--- src/rtl/kms_pkg.sv ---
// Shared types and constants for the keypad matrix scanner.
// Used by the interfaces, the cells, the tick counter and the top level.
`default_nettype none

package kms_pkg;

	localparam int ROW_W    = 5;
	localparam int COLS     = 4;
	localparam int KEY_W    = ROW_W * COLS;
	localparam int PERIOD_W = 8;

	typedef logic [ROW_W-1:0]    row_t;
	typedef logic [COLS-1:0]     drive_t;
	typedef logic [KEY_W-1:0]    key_t;
	typedef logic [PERIOD_W-1:0] period_t;

	localparam period_t PERIOD_RESET = 8'd17;

	// Column driven on the tick that ends a scan period.
	localparam drive_t DRIVE_FIRST = 4'b0100;

	// Column driven after each capture cell takes its rows.
	localparam drive_t CELL_DRIVE [COLS] = '{4'b1000, 4'b0001, 4'b0010, 4'b0000};

	typedef struct packed {
		logic advance;
		logic restart;
	} cell_ctl_t;

endpackage

`default_nettype wire

--- src/rtl/kms_if.sv ---
// Handshake interfaces for the tick, result and configuration channels.
// Depends on kms_pkg for the payload types.
`default_nettype none

interface kms_tick_if;
	logic          valid;
	logic          ready;
	kms_pkg::row_t row_sample;
	modport source (output valid, output row_sample, input ready);
	modport sink (input valid, input row_sample, output ready);
endinterface

interface kms_result_if;
	logic            valid;
	logic            ready;
	kms_pkg::drive_t column_drive;
	logic            period_end;
	kms_pkg::key_t   key_word;
	logic            key_changed;
	modport source (output valid, output column_drive, output period_end,
		output key_word, output key_changed, input ready);
	modport sink (input valid, input column_drive, input period_end,
		input key_word, input key_changed, output ready);
endinterface

interface kms_cfg_if;
	logic             valid;
	logic             ready;
	kms_pkg::period_t scan_period;
	modport source (output valid, output scan_period, input ready);
	modport sink (input valid, input scan_period, output ready);
endinterface

`default_nettype wire

--- src/rtl/kms_tick_counter.sv ---
// Tick counter and scan period register for the keypad scanner.
// Depends on kms_pkg; feeds the head of the capture cell chain.
`default_nettype none

module kms_tick_counter (
	input  wire logic               clk,
	input  wire logic               arst_n,
	input  wire logic               advance,
	input  wire logic               cfg_write,
	input  wire kms_pkg::period_t   cfg_period,
	output kms_pkg::cell_ctl_t      ctl,
	output logic                    head_token
);

	kms_pkg::period_t period_q;
	kms_pkg::period_t count_q;
	kms_pkg::period_t count_next;
	logic             start_q;
	logic             wrap;

	assign count_next = count_q + kms_pkg::period_t'(1);
	assign wrap       = count_next >= period_q;

	assign ctl.advance = advance;
	assign ctl.restart = wrap;
	assign head_token  = start_q;

	always_ff @(posedge clk or negedge arst_n) begin
		if (!arst_n) begin
			period_q <= kms_pkg::PERIOD_RESET;
		end else if (cfg_write) begin
			period_q <= cfg_period;
		end
	end

	always_ff @(posedge clk or negedge arst_n) begin
		if (!arst_n) begin
			count_q <= '0;
			start_q <= 1'b1;
		end else if (advance) begin
			count_q <= wrap ? '0 : count_next;
			start_q <= wrap;
		end
	end

endmodule

`default_nettype wire

--- src/rtl/kms_capture_cell.sv ---
// One capture cell: holds the rows for one column and passes the scan token on.
// Depends on kms_pkg for the row, drive and control types.
`default_nettype none

module kms_capture_cell (
	input  wire logic                 clk,
	input  wire logic                 arst_n,
	input  wire kms_pkg::cell_ctl_t   ctl,
	input  wire logic                 token_in,
	input  wire kms_pkg::row_t        row_sample,
	input  wire kms_pkg::drive_t      drive_code,
	output logic                      token_out,
	output kms_pkg::row_t             capture,
	output kms_pkg::drive_t           drive
);

	logic          token_q;
	kms_pkg::row_t capture_q;
	logic          take;

	assign take      = token_in && !ctl.restart;
	assign token_out = token_q;
	assign capture   = capture_q;
	assign drive     = take ? drive_code : '0;

	always_ff @(posedge clk or negedge arst_n) begin
		if (!arst_n) begin
			token_q   <= 1'b0;
			capture_q <= '0;
		end else if (ctl.advance) begin
			token_q <= take;
			if (ctl.restart) begin
				capture_q <= '0;
			end else if (token_in) begin
				capture_q <= row_sample;
			end
		end
	end

endmodule

`default_nettype wire

--- src/rtl/keypad_matrix_scanner.sv ---
// Top level of the 4-column by 5-row keypad matrix scanner.
// Depends on kms_pkg, kms_if, kms_tick_counter and kms_capture_cell.
//
// Every tick transfer yields one result transfer. The block takes one tick per clock
// cycle: the result sits in a single output register, and
// a new tick is taken whenever that register is empty or its result is being taken in
// the same cycle. A scan token walks down a chain of four capture cells, one cell per
// tick, so each cell latches the rows for the column driven on the tick before. At the
// end of each scan period the four captures are packed into the key word, first
// capture in the top bits. The scan period register resets to 17 ticks and may be
// written at any time the block is idle; there is no clearing pass after reset.
`default_nettype none

module keypad_matrix_scanner (
	input  wire logic     clk,
	input  wire logic     arst_n,
	kms_tick_if.sink      tick,
	kms_result_if.source  result,
	kms_cfg_if.sink       cfg
);

	logic               accept;
	kms_pkg::cell_ctl_t ctl;
	logic               head_token;
	logic               token [kms_pkg::COLS+1];
	kms_pkg::row_t      capture [kms_pkg::COLS];
	kms_pkg::drive_t    cell_drive [kms_pkg::COLS];
	kms_pkg::drive_t    drive_any;
	kms_pkg::key_t      packed_keys;
	kms_pkg::key_t      current_q;
	logic               valid_q;

	assign tick.ready = !valid_q || result.ready;
	assign cfg.ready  = 1'b1;
	assign accept     = tick.valid && tick.ready;

	kms_tick_counter u_counter (
		.clk        (clk),
		.arst_n     (arst_n),
		.advance    (accept),
		.cfg_write  (cfg.valid),
		.cfg_period (cfg.scan_period),
		.ctl        (ctl),
		.head_token (head_token)
	);

	assign token[0] = head_token;

	for (genvar k = 0; k < kms_pkg::COLS; k++) begin : g_cell
		kms_capture_cell u_cell (
			.clk        (clk),
			.arst_n     (arst_n),
			.ctl        (ctl),
			.token_in   (token[k]),
			.row_sample (tick.row_sample),
			.drive_code (kms_pkg::CELL_DRIVE[k]),
			.token_out  (token[k+1]),
			.capture    (capture[k]),
			.drive      (cell_drive[k])
		);
	end

	always_comb begin
		drive_any = ctl.restart ? kms_pkg::DRIVE_FIRST : '0;
		for (int k = 0; k < kms_pkg::COLS; k++) begin
			drive_any = drive_any | cell_drive[k];
		end
	end

	assign packed_keys = {capture[0], capture[1], capture[2], capture[3]};

	always_ff @(posedge clk or negedge arst_n) begin
		if (!arst_n) begin
			current_q <= '0;
		end else if (accept && ctl.restart) begin
			current_q <= packed_keys;
		end
	end

	always_ff @(posedge clk or negedge arst_n) begin
		if (!arst_n) begin
			valid_q <= 1'b0;
		end else if (accept) begin
			valid_q <= 1'b1;
		end else if (result.ready) begin
			valid_q <= 1'b0;
		end
	end

	always_ff @(posedge clk) begin
		if (accept) begin
			result.column_drive <= drive_any;
			result.period_end   <= ctl.restart;
			result.key_word     <= ctl.restart ? packed_keys : current_q;
			result.key_changed  <= ctl.restart && (packed_keys != current_q);
		end
	end

	assign result.valid = valid_q;

	// The last token drops off the end of the chain.
	logic unused_token;
	assign unused_token = token[kms_pkg::COLS];

endmodule

`default_nettype wire

--- src/flat_wrapper.sv ---
// flat-port wrapper written by rule: the top's interface ports become plain ports
module keypad_matrix_scanner_flat 
  (clk, arst_n, tick_valid, tick_row_sample, tick_ready, result_valid, result_column_drive, result_period_end, result_key_word, result_key_changed, result_ready, cfg_valid, cfg_scan_period, cfg_ready);
  kms_tick_if tick_i ();
  kms_result_if result_i ();
  kms_cfg_if cfg_i ();
  input  wire logic clk;
  input  wire logic arst_n;
  input wire logic [$bits(tick_i.valid)-1:0] tick_valid;
  input wire logic [$bits(tick_i.row_sample)-1:0] tick_row_sample;
  output wire logic [$bits(tick_i.ready)-1:0] tick_ready;
  output wire logic [$bits(result_i.valid)-1:0] result_valid;
  output wire logic [$bits(result_i.column_drive)-1:0] result_column_drive;
  output wire logic [$bits(result_i.period_end)-1:0] result_period_end;
  output wire logic [$bits(result_i.key_word)-1:0] result_key_word;
  output wire logic [$bits(result_i.key_changed)-1:0] result_key_changed;
  input wire logic [$bits(result_i.ready)-1:0] result_ready;
  input wire logic [$bits(cfg_i.valid)-1:0] cfg_valid;
  input wire logic [$bits(cfg_i.scan_period)-1:0] cfg_scan_period;
  output wire logic [$bits(cfg_i.ready)-1:0] cfg_ready;
  assign tick_i.valid = tick_valid;
  assign tick_i.row_sample = tick_row_sample;
  assign tick_ready = tick_i.ready;
  assign result_valid = result_i.valid;
  assign result_column_drive = result_i.column_drive;
  assign result_period_end = result_i.period_end;
  assign result_key_word = result_i.key_word;
  assign result_key_changed = result_i.key_changed;
  assign result_i.ready = result_ready;
  assign cfg_i.valid = cfg_valid;
  assign cfg_i.scan_period = cfg_scan_period;
  assign cfg_ready = cfg_i.ready;
  keypad_matrix_scanner u_core (.clk(clk), .arst_n(arst_n), .tick(tick_i), .result(result_i), .cfg(cfg_i));
endmodule
--- config.mk ---
export PLATFORM = sky130hd
export DESIGN_NAME = keypad_matrix_scanner_flat
export DESIGN_NICKNAME = d
export VERILOG_FILES = /design/src/rtl/kms_pkg.sv /design/src/rtl/kms_if.sv /design/src/rtl/kms_tick_counter.sv /design/src/rtl/kms_capture_cell.sv /design/src/rtl/keypad_matrix_scanner.sv /design/src/flat_wrapper.sv
export SDC_FILE = /design/constraint.sdc
export NUM_CORES = 1
export LEC_CHECK = 0
export BUFFER_PORTS_ARGS = -buffer_cell sky130_fd_sc_hd__buf_2
export CORE_ASPECT_RATIO = 0.8
export CORE_UTILIZATION = 55
export DETAILED_ROUTE_END_ITERATION = 10
export GPL_TIMING_DRIVEN = 0
export PLACE_DENSITY = 0.76
export SETUP_SLACK_MARGIN = 0.05
export SLEW_MARGIN = 10
export SYNTH_ARGS = -nofsm -noshare
export SYNTH_HDL_FRONTEND = slang
export SYNTH_SLANG_ARGS = --single-unit
--- constraint.sdc ---
create_clock -name clk -period 3.35 [get_ports clk]
set_clock_uncertainty 0.1 [all_clocks]
set_input_delay 0.1675 -clock clk [delete_from_list [all_inputs] [get_ports clk]]
set_output_delay 0.1675 -clock clk [all_outputs]
set_load 0.01 [all_outputs]
==> impl_results.md, run 1 <==
* Hold depth at 3
* Fmax at 318.2 MHz
* Slew @ Worst Pin at 802.3 ps
* Initial Utilization at between 50% and 60%
* Mapped Avg Cell Area at 13.46 um2
* Layout cell share with drive strength beyond 1 at 34.34%
* Vias in the first global route at 2588
* Power density cells at 821.0 mW/mm2
* Post-synth top area cell: dfrtp_1
* TritonRoute pass-1 iters at 5
* CP Cell Sequence: and3_1 > nand3_1 > nor2_1 > xnor2_1 > inv_1 > ha_1 > and3_1 > o211ai_1 > o21ai_2 > clkbuf_4 > mux2_2
* R2R Path Start: u_core.u_counter.count_q[0]$_DFFE_PN0P_
* Vias/cell at 5.719
* Final Hold Fails at 0
* Synth cell count leaders: dfrtp_1, mux2_2, edfxtp_1, nand2_1
* Most frequent cell after synthesis: dfrtp_1
* Port-buffer cells at 45
* Core area at 0.006571 mm2
* Fin. max-slew vios at 0
* Max-Cap Viols at 0
* Setup TNS at 0 ps
* TritonCTS clock tree: yes
* Grt total ovfl at 0
* Total GRT Usage at 24.54%
* Total wire length at 7915 um
* Number of remaining DRC errors at 0
* Worst hold start: result_ready
* Bufs and invs on worst path at 2
* Placer Congestion at 0.8092
* Ys flop type: dfrtp_1
* Hold Crit Class: input pin to flip-flop
* Top cells by area, synth: dfrtp_1, edfxtp_1, mux2_2
* I/O pin cnt at 47
* Non-filler cells in the finished layout at 448
* Fraction of registers with async set/reset at 70.93%
* Seq cells post-synth at 86
* CP startpoint: u_core.u_counter.count_q[0]$_DFFE_PN0P_
* Post-DRT Antenna Nets at 0
* Initial antenna violation count at 0
* WP data required at between 3000 and 4000 ps
* Number of enable flip-flop cells after synthesis at 25
* Filler Cells Inserted at 472
* Slowest cell on crit path: dfrtp_1
* DR iter-0 viols at 165
* Placed inst area at 0.004197 mm2
* Cell family with most CP delay: simple AND/OR/NAND/NOR gates
* WP depth at 11
* Netlist Area Pre-Place at about 0.0039 mm2
* Mapped Cells at roughly 290
* First-pass GRT wire length at 13290 um
* Max clock buf depth at 2
* CP Class: flip-flop to flip-flop
* Cell mode on critical path: and3_1
* Pin count of the biggest net entering global routing at 62
* Top-area cell type share of the netlist area at roughly 38%
* Detailed placement HPWL at 5181 um
* Outcome: finished clean
* Sink Count at between 80 and 90
* Final setup vio count at 0
* WP data arrival at 3150 ps
* R2R depth at 11
* Net Count, Synth at 314
* Hold slack final at about 9.6 ps
* Synth-to-layout area growth at 18.79%
* Num CTS Buffers at 9
* Final min period at about 3100 ps
* Clk_lat worst skew at 360 ps
* Via count at approximately 2600
* Count of cell types in the netlist at 42
* Clock root buffer: clkbuf_8
* Fin crit share at 93.80%
* CP Max Fanout at 10
* RSZ-0062 raised after global routing: yes
* Final Power at 3.767 mW
* CP Capture Type: flip-flop
* Total die area at 0.007364 mm2
* Max_slew headroom at 46.52%
* DR WL/cell at 17.67 um
* Crit start category: flip-flop
* Chip Width at 95.69 um
* Die Ht at approximately 77 um
* Reg clk slew, reported paths at around 80 ps
* CP max stage delay at 450 ps
* Part of the Yosys area used for sequential elements at 59.05%
* Cell row count at 26
* # placed instances at about 420
* # diodes at 0
* Final instance area at 0.004588 mm2
* Nets@finish at 386
* Worst vdd ir at 0.0004872 V
* Leakage at 2.106 nW
* H-tree levels at 3
* Syn. warnings at 0
-- worst min-delay path: stages --
cell	delay, ps
buf_2	70
nand2b_1	130
nand2b_1	60
-- worst paths after layout --
| kind | slack (ps) | to |
|---|---|---|
| worst max register to register | 210 | u_core.result.key_word[10]$_DFFE_PP_ |
| worst max-delay path | 210 | u_core.result.key_word[10]$_DFFE_PP_ |
| max in group asynchronous | 2320 | u_core.g_cell[2].u_cell.capture[3]$_DFFE_PN0P_ |
| min in group asynchronous | 330 | u_core.u_counter.period_q[1]$_DFFE_PN0P_ |
| worst min register to register | 420 | u_core.u_counter.head_token$_DFFE_PN1P_ |
| worst min-delay path | 10 | u_core.result.valid$_DFFE_PN0P_ |
-- report_power, final --
| part | internal [mW] | switching, mW |
|---|---|---|
| Combinational | 0.649 | 0.564 |
| Sequential | 1.47 | 0.295 |
| Clock | 0.422 | 0.371 |
| Total | 2.54 | 1.23 |
-- kinds of logic (layout without fill, tap and decap cells) --
group	Yosys count	in the layout	share of synthesized area (%)
xor gates and xnor gates	26	26	5.896
other	1	1	0.09709
adders and majority gates	9	9	2.916
buffers and inverters	25	102	3.207
and+or+nand+nor	47	47	6.220
muxes	42	42	12.24
AOI/OAI and AO/OA	51	51	10.37
DFF	86	86	59.05
-- through the flow --
stage,setup slack [ps],util [%]
floorplan,620.0,-
global placement,236.5,63.80
detailed placement,148.5,63.86
CTS,123.8,69.38
global route,42.23,69.82
finish,207.7,69.82
-- routing by layer --
metal / track usage (%) / share of wire (%) / vias up / routed length [um]
met3: 7.540 / 5.3 / 3 / 419
met4: 5.522 / 0.44 / 0 / 35
met2: 36.57 / 48 / 75 / 3801
li1: - / - / 1176 / -
met5: 0 / 0 / - / 0
met1: 35.40 / 46 / 1308 / 3659
-- state kept, by name (all words and copies together) (netlist names) --
register and flops:
u_core.current_q 20, u_core.g_cell.u_cell.capture 20, u_core.g_cell.u_cell.token_out 3, u_core.result.column_drive 4, u_core.result.key_changed 1, u_core.result.key_word 20, u_core.result.valid 1, u_core.u_counter.count_q 8
u_core.u_counter.head_token 1, u_core.u_counter.period_q 8
-- area by class of cell --
class	count	area, um2	area share [%]
clock buffers	9	123.9	2.700
plain buffers	11	77.57	1.691
well taps	84	105.1	2.291
flip-flops and latches	86	2281	49.71
inverters	14	52.55	1.145
clock inverters	7	98.84	2.154
repair buffers	61	382.9	8.345
multi-input cells	176	1466	31.96
-- cells in the final DEF, fill, tap and decap left out, drive strengths merged, types with 2 or more instances in the layout --
cell type	n
clkbuf	13
and3	2
o21ai	18
mux2	42
nand3	4
xor2	14
xnor2	12
a22o	16
o22ai	2
buf	54
a32o	5
dfstp	3
nand2b	3
clkinv	4
edfxtp	25
nand2	21
bufinv	2
dlygate4sd3	14
ha	9
nand4	2
inv	14
nor2	9
a21o	2
dfrtp	58
nor4	3
-- repair_timing --
action	in CTS	in global routing
endpoints found under the hold margin	69	0
setup buffers	0	2
resized for setup	0	8
setup endpoints to repair	0	32
hold buffers	14	0
Power figures use the tool's default switching activity.
==> run 2: changes to the inputs <==
- CORE_UTILIZATION: 55 -> 45
- PLACE_DENSITY: 0.76 -> not set
==> impl_results.md, run 2 (same netlist as run 1, synthesis figures left out) <==
* Max clock buf depth at 2 (unchanged)
* Core area at 0.008128 mm2 (was 0.006571 mm2)
* H-tree levels at 3 (unchanged)
* Commonest non-fill, non-tap cell in the layout: dfrtp_1 (unchanged)
* Total GRT Usage at 19.49% (was 24.54%)
* Initial Utilization at 47.52% (was 58.78%)
* R2R depth at 11 (unchanged)
* RSZ-0062 raised after global routing: yes (unchanged)
* Reg-to-reg slack, setup at 200 ps (was 210 ps)
* M1 WL at 4062 um (was 3659 um)
* R2r endpoint: u_core.result.key_word[14]$_DFFE_PP_ (was u_core.result.key_word[10]$_DFFE_PP_)
* Vias/cell at 5.069 (was 5.719)
* CP startpoint: u_core.u_counter.count_q[4]$_DFFE_PN0P_ (was u_core.u_counter.count_q[0]$_DFFE_PN0P_)
* Synth-to-layout area growth at 20.96% (was 18.79%)
* Met3 wire len at 364 um (was 419 um)
* Cell row count at 29 (was 26)
* Placer Congestion at 0.7590 (was 0.8092)
* Post-DRT Antenna Nets at 0 (unchanged)
* Max-Cap Viols at 0 (unchanged)
* Final Hold Fails at 0 (unchanged)
* I/O pin cnt at 47 (unchanged)
* Num CTS Buffers at 9 (unchanged)
* Clk_lat worst skew at 370 ps (was 360 ps)
* TritonRoute pass-1 iters at 4 (was 5)
* Clock root buffer: clkbuf_8 (unchanged)
* Hold Crit Class: input pin to flip-flop (unchanged)
* WP data arrival at 3170 ps (was 3150 ps)
* Most frequent cells in the layout: dfrtp_1, buf_2, mux2_2 (unchanged)
* Via count at 2423 (was 2562)
* DR WL/cell at 16.29 um (was 17.67 um)
* Uppermost layer routed: met4 (unchanged)
* Total die area at 0.008960 mm2 (was 0.007364 mm2)
* TritonCTS clock tree: yes (unchanged)
* First-pass GRT wire length at 12810 um (was 13290 um)
* Leakage at 2.127 nW (was 2.106 nW)
* Final min period at 3151 ps (was 3142 ps)
* DR iter-0 viols at 133 (was 165)
* Layout cell share with drive strength beyond 1 at 34.05% (was 34.34%)
* Outcome: finished clean (unchanged)
* Power density cells at 809.9 mW/mm2 (was 821.0 mW/mm2)
* Final setup vio count at 0 (unchanged)
* R2R Path Start: u_core.u_counter.count_q[4]$_DFFE_PN0P_ (was u_core.u_counter.count_q[0]$_DFFE_PN0P_)
* CP Class: flip-flop to flip-flop (unchanged)
* Hold slack final at 20.63 ps (was 9.552 ps)
* Initial antenna violation count at 0 (unchanged)
* Die Ht at 84.87 um (was 76.96 um)
* Port-buffer cells at 45 (unchanged)
* CP Capture Type: flip-flop (unchanged)
* Vias in the first global route at 2410 (was 2588)
* Detailed placement HPWL at 5095 um (was 5181 um)
* # diodes at 0 (unchanged)
* Nets@finish at 392 (was 386)
* Chip Width at 105.6 um (was 95.69 um)
* Final Power at 3.784 mW (was 3.767 mW)
* Crit start category: flip-flop (unchanged)
* Worst vdd ir at 0.0004126 V (was 0.0004872 V)
* WP data required at 3370 ps (was 3360 ps)
* Reg clk slew, reported paths at 90 ps (was 80 ps)
* Filler Cells Inserted at 701 (was 472)
* Fmax at 317.4 MHz (was 318.2 MHz)
* Slew @ Worst Pin at 801.4 ps (was 802.3 ps)
* Fin crit share at 94.06% (was 93.80%)
* CP Max Fanout at 10 (unchanged)
* Pin count of the biggest net entering global routing at 62 (unchanged)
* Number of remaining DRC errors at 0 (unchanged)
* Fin. max-slew vios at 0 (unchanged)
* Critical Path End: u_core.result.key_word[14]$_DFFE_PP_ (was u_core.result.key_word[10]$_DFFE_PP_)
* Sink Count at 86 (unchanged)
* Max_slew headroom at 46.57% (was 46.52%)
* Total wire length at 7789 um (was 7915 um)
* DR WL met2 at 3285 um (was 3801 um)
* Setup TNS at 0 ps (unchanged)
* Grt total ovfl at 0 (unchanged)
-- run 2: timing repair --
action                     in CTS  in global routing
resized for setup               0                  9
setup buffers                   0                  4
hold endpoints to repair       75                  0
setup endpoints to repair       0                 52
hold buffers                   18                  0
-- run 2: worst min path at each step --
stage                             from                                              to  depth (start not counted)
global placement    cfg_scan_period[7]        u_core.u_counter.period_q[7]$_DFFE_PN0P_                          3
CTS                 tick_row_sample[3]  u_core.g_cell[1].u_cell.capture[3]$_DFFE_PN0P_                          2
finish              tick_row_sample[3]  u_core.g_cell[1].u_cell.capture[3]$_DFFE_PN0P_                          2
detailed placement              arst_n         u_core.u_counter.count_q[0]$_DFFE_PN0P_                          1
floorplan                       arst_n                 u_core.current_q[0]$_DFFE_PN0P_                          0
global route        tick_row_sample[3]  u_core.g_cell[1].u_cell.capture[3]$_DFFE_PN0P_                          2
-- run 2: metal layers --
metal	GRT usage, %	up-vias
li1	-	1189
met1	29.50	1173
met2	27.39	52
met3	4.455	9
met4	7.197	0
met5	0	-
-- run 2: critical path, cell delays in order (launching register included) --
cell and delay [ps]:
dfrtp_1 410, and3_1 170, nand3_1 190, nor2_2 170, xnor2_1 150, inv_1 70, ha_1 310, and3_1 210
o211ai_1 120, o21ai_2 310, clkbuf_4 320, mux2_2 370
-- run 2: final cells by class --
class / instances / area (um2) / area share [%]
multi-input cells: 176 / 1463 / 31.31
well taps: 108 / 135.1 / 2.892
inverters: 14 / 52.55 / 1.125
flip-flops and latches: 86 / 2282 / 48.85
repair buffers: 67 / 437.9 / 9.373
clock inverters: 6 / 93.84 / 2.009
plain buffers: 11 / 80.08 / 1.714
clock buffers: 10 / 127.6 / 2.732
-- run 2: power breakdown --
part           internal, mW  switching [mW]
Sequential             1.47           0.288
Clock                 0.427           0.387
Combinational         0.662           0.554
-- run 2: stage by stage --
stage,std cells,utilization (%),worst slack (ps),instance area (um2)
2_1_floorplan,287,-,620.0,3862
3_3_place_gp,440,51.96,203.5,4223
6_report,478,57.48,199.0,4672
3_5_place_dp,440,52.00,175.0,4227
5_1_grt,478,57.48,14.37,4672
4_1_cts,474,56.94,136.4,4628
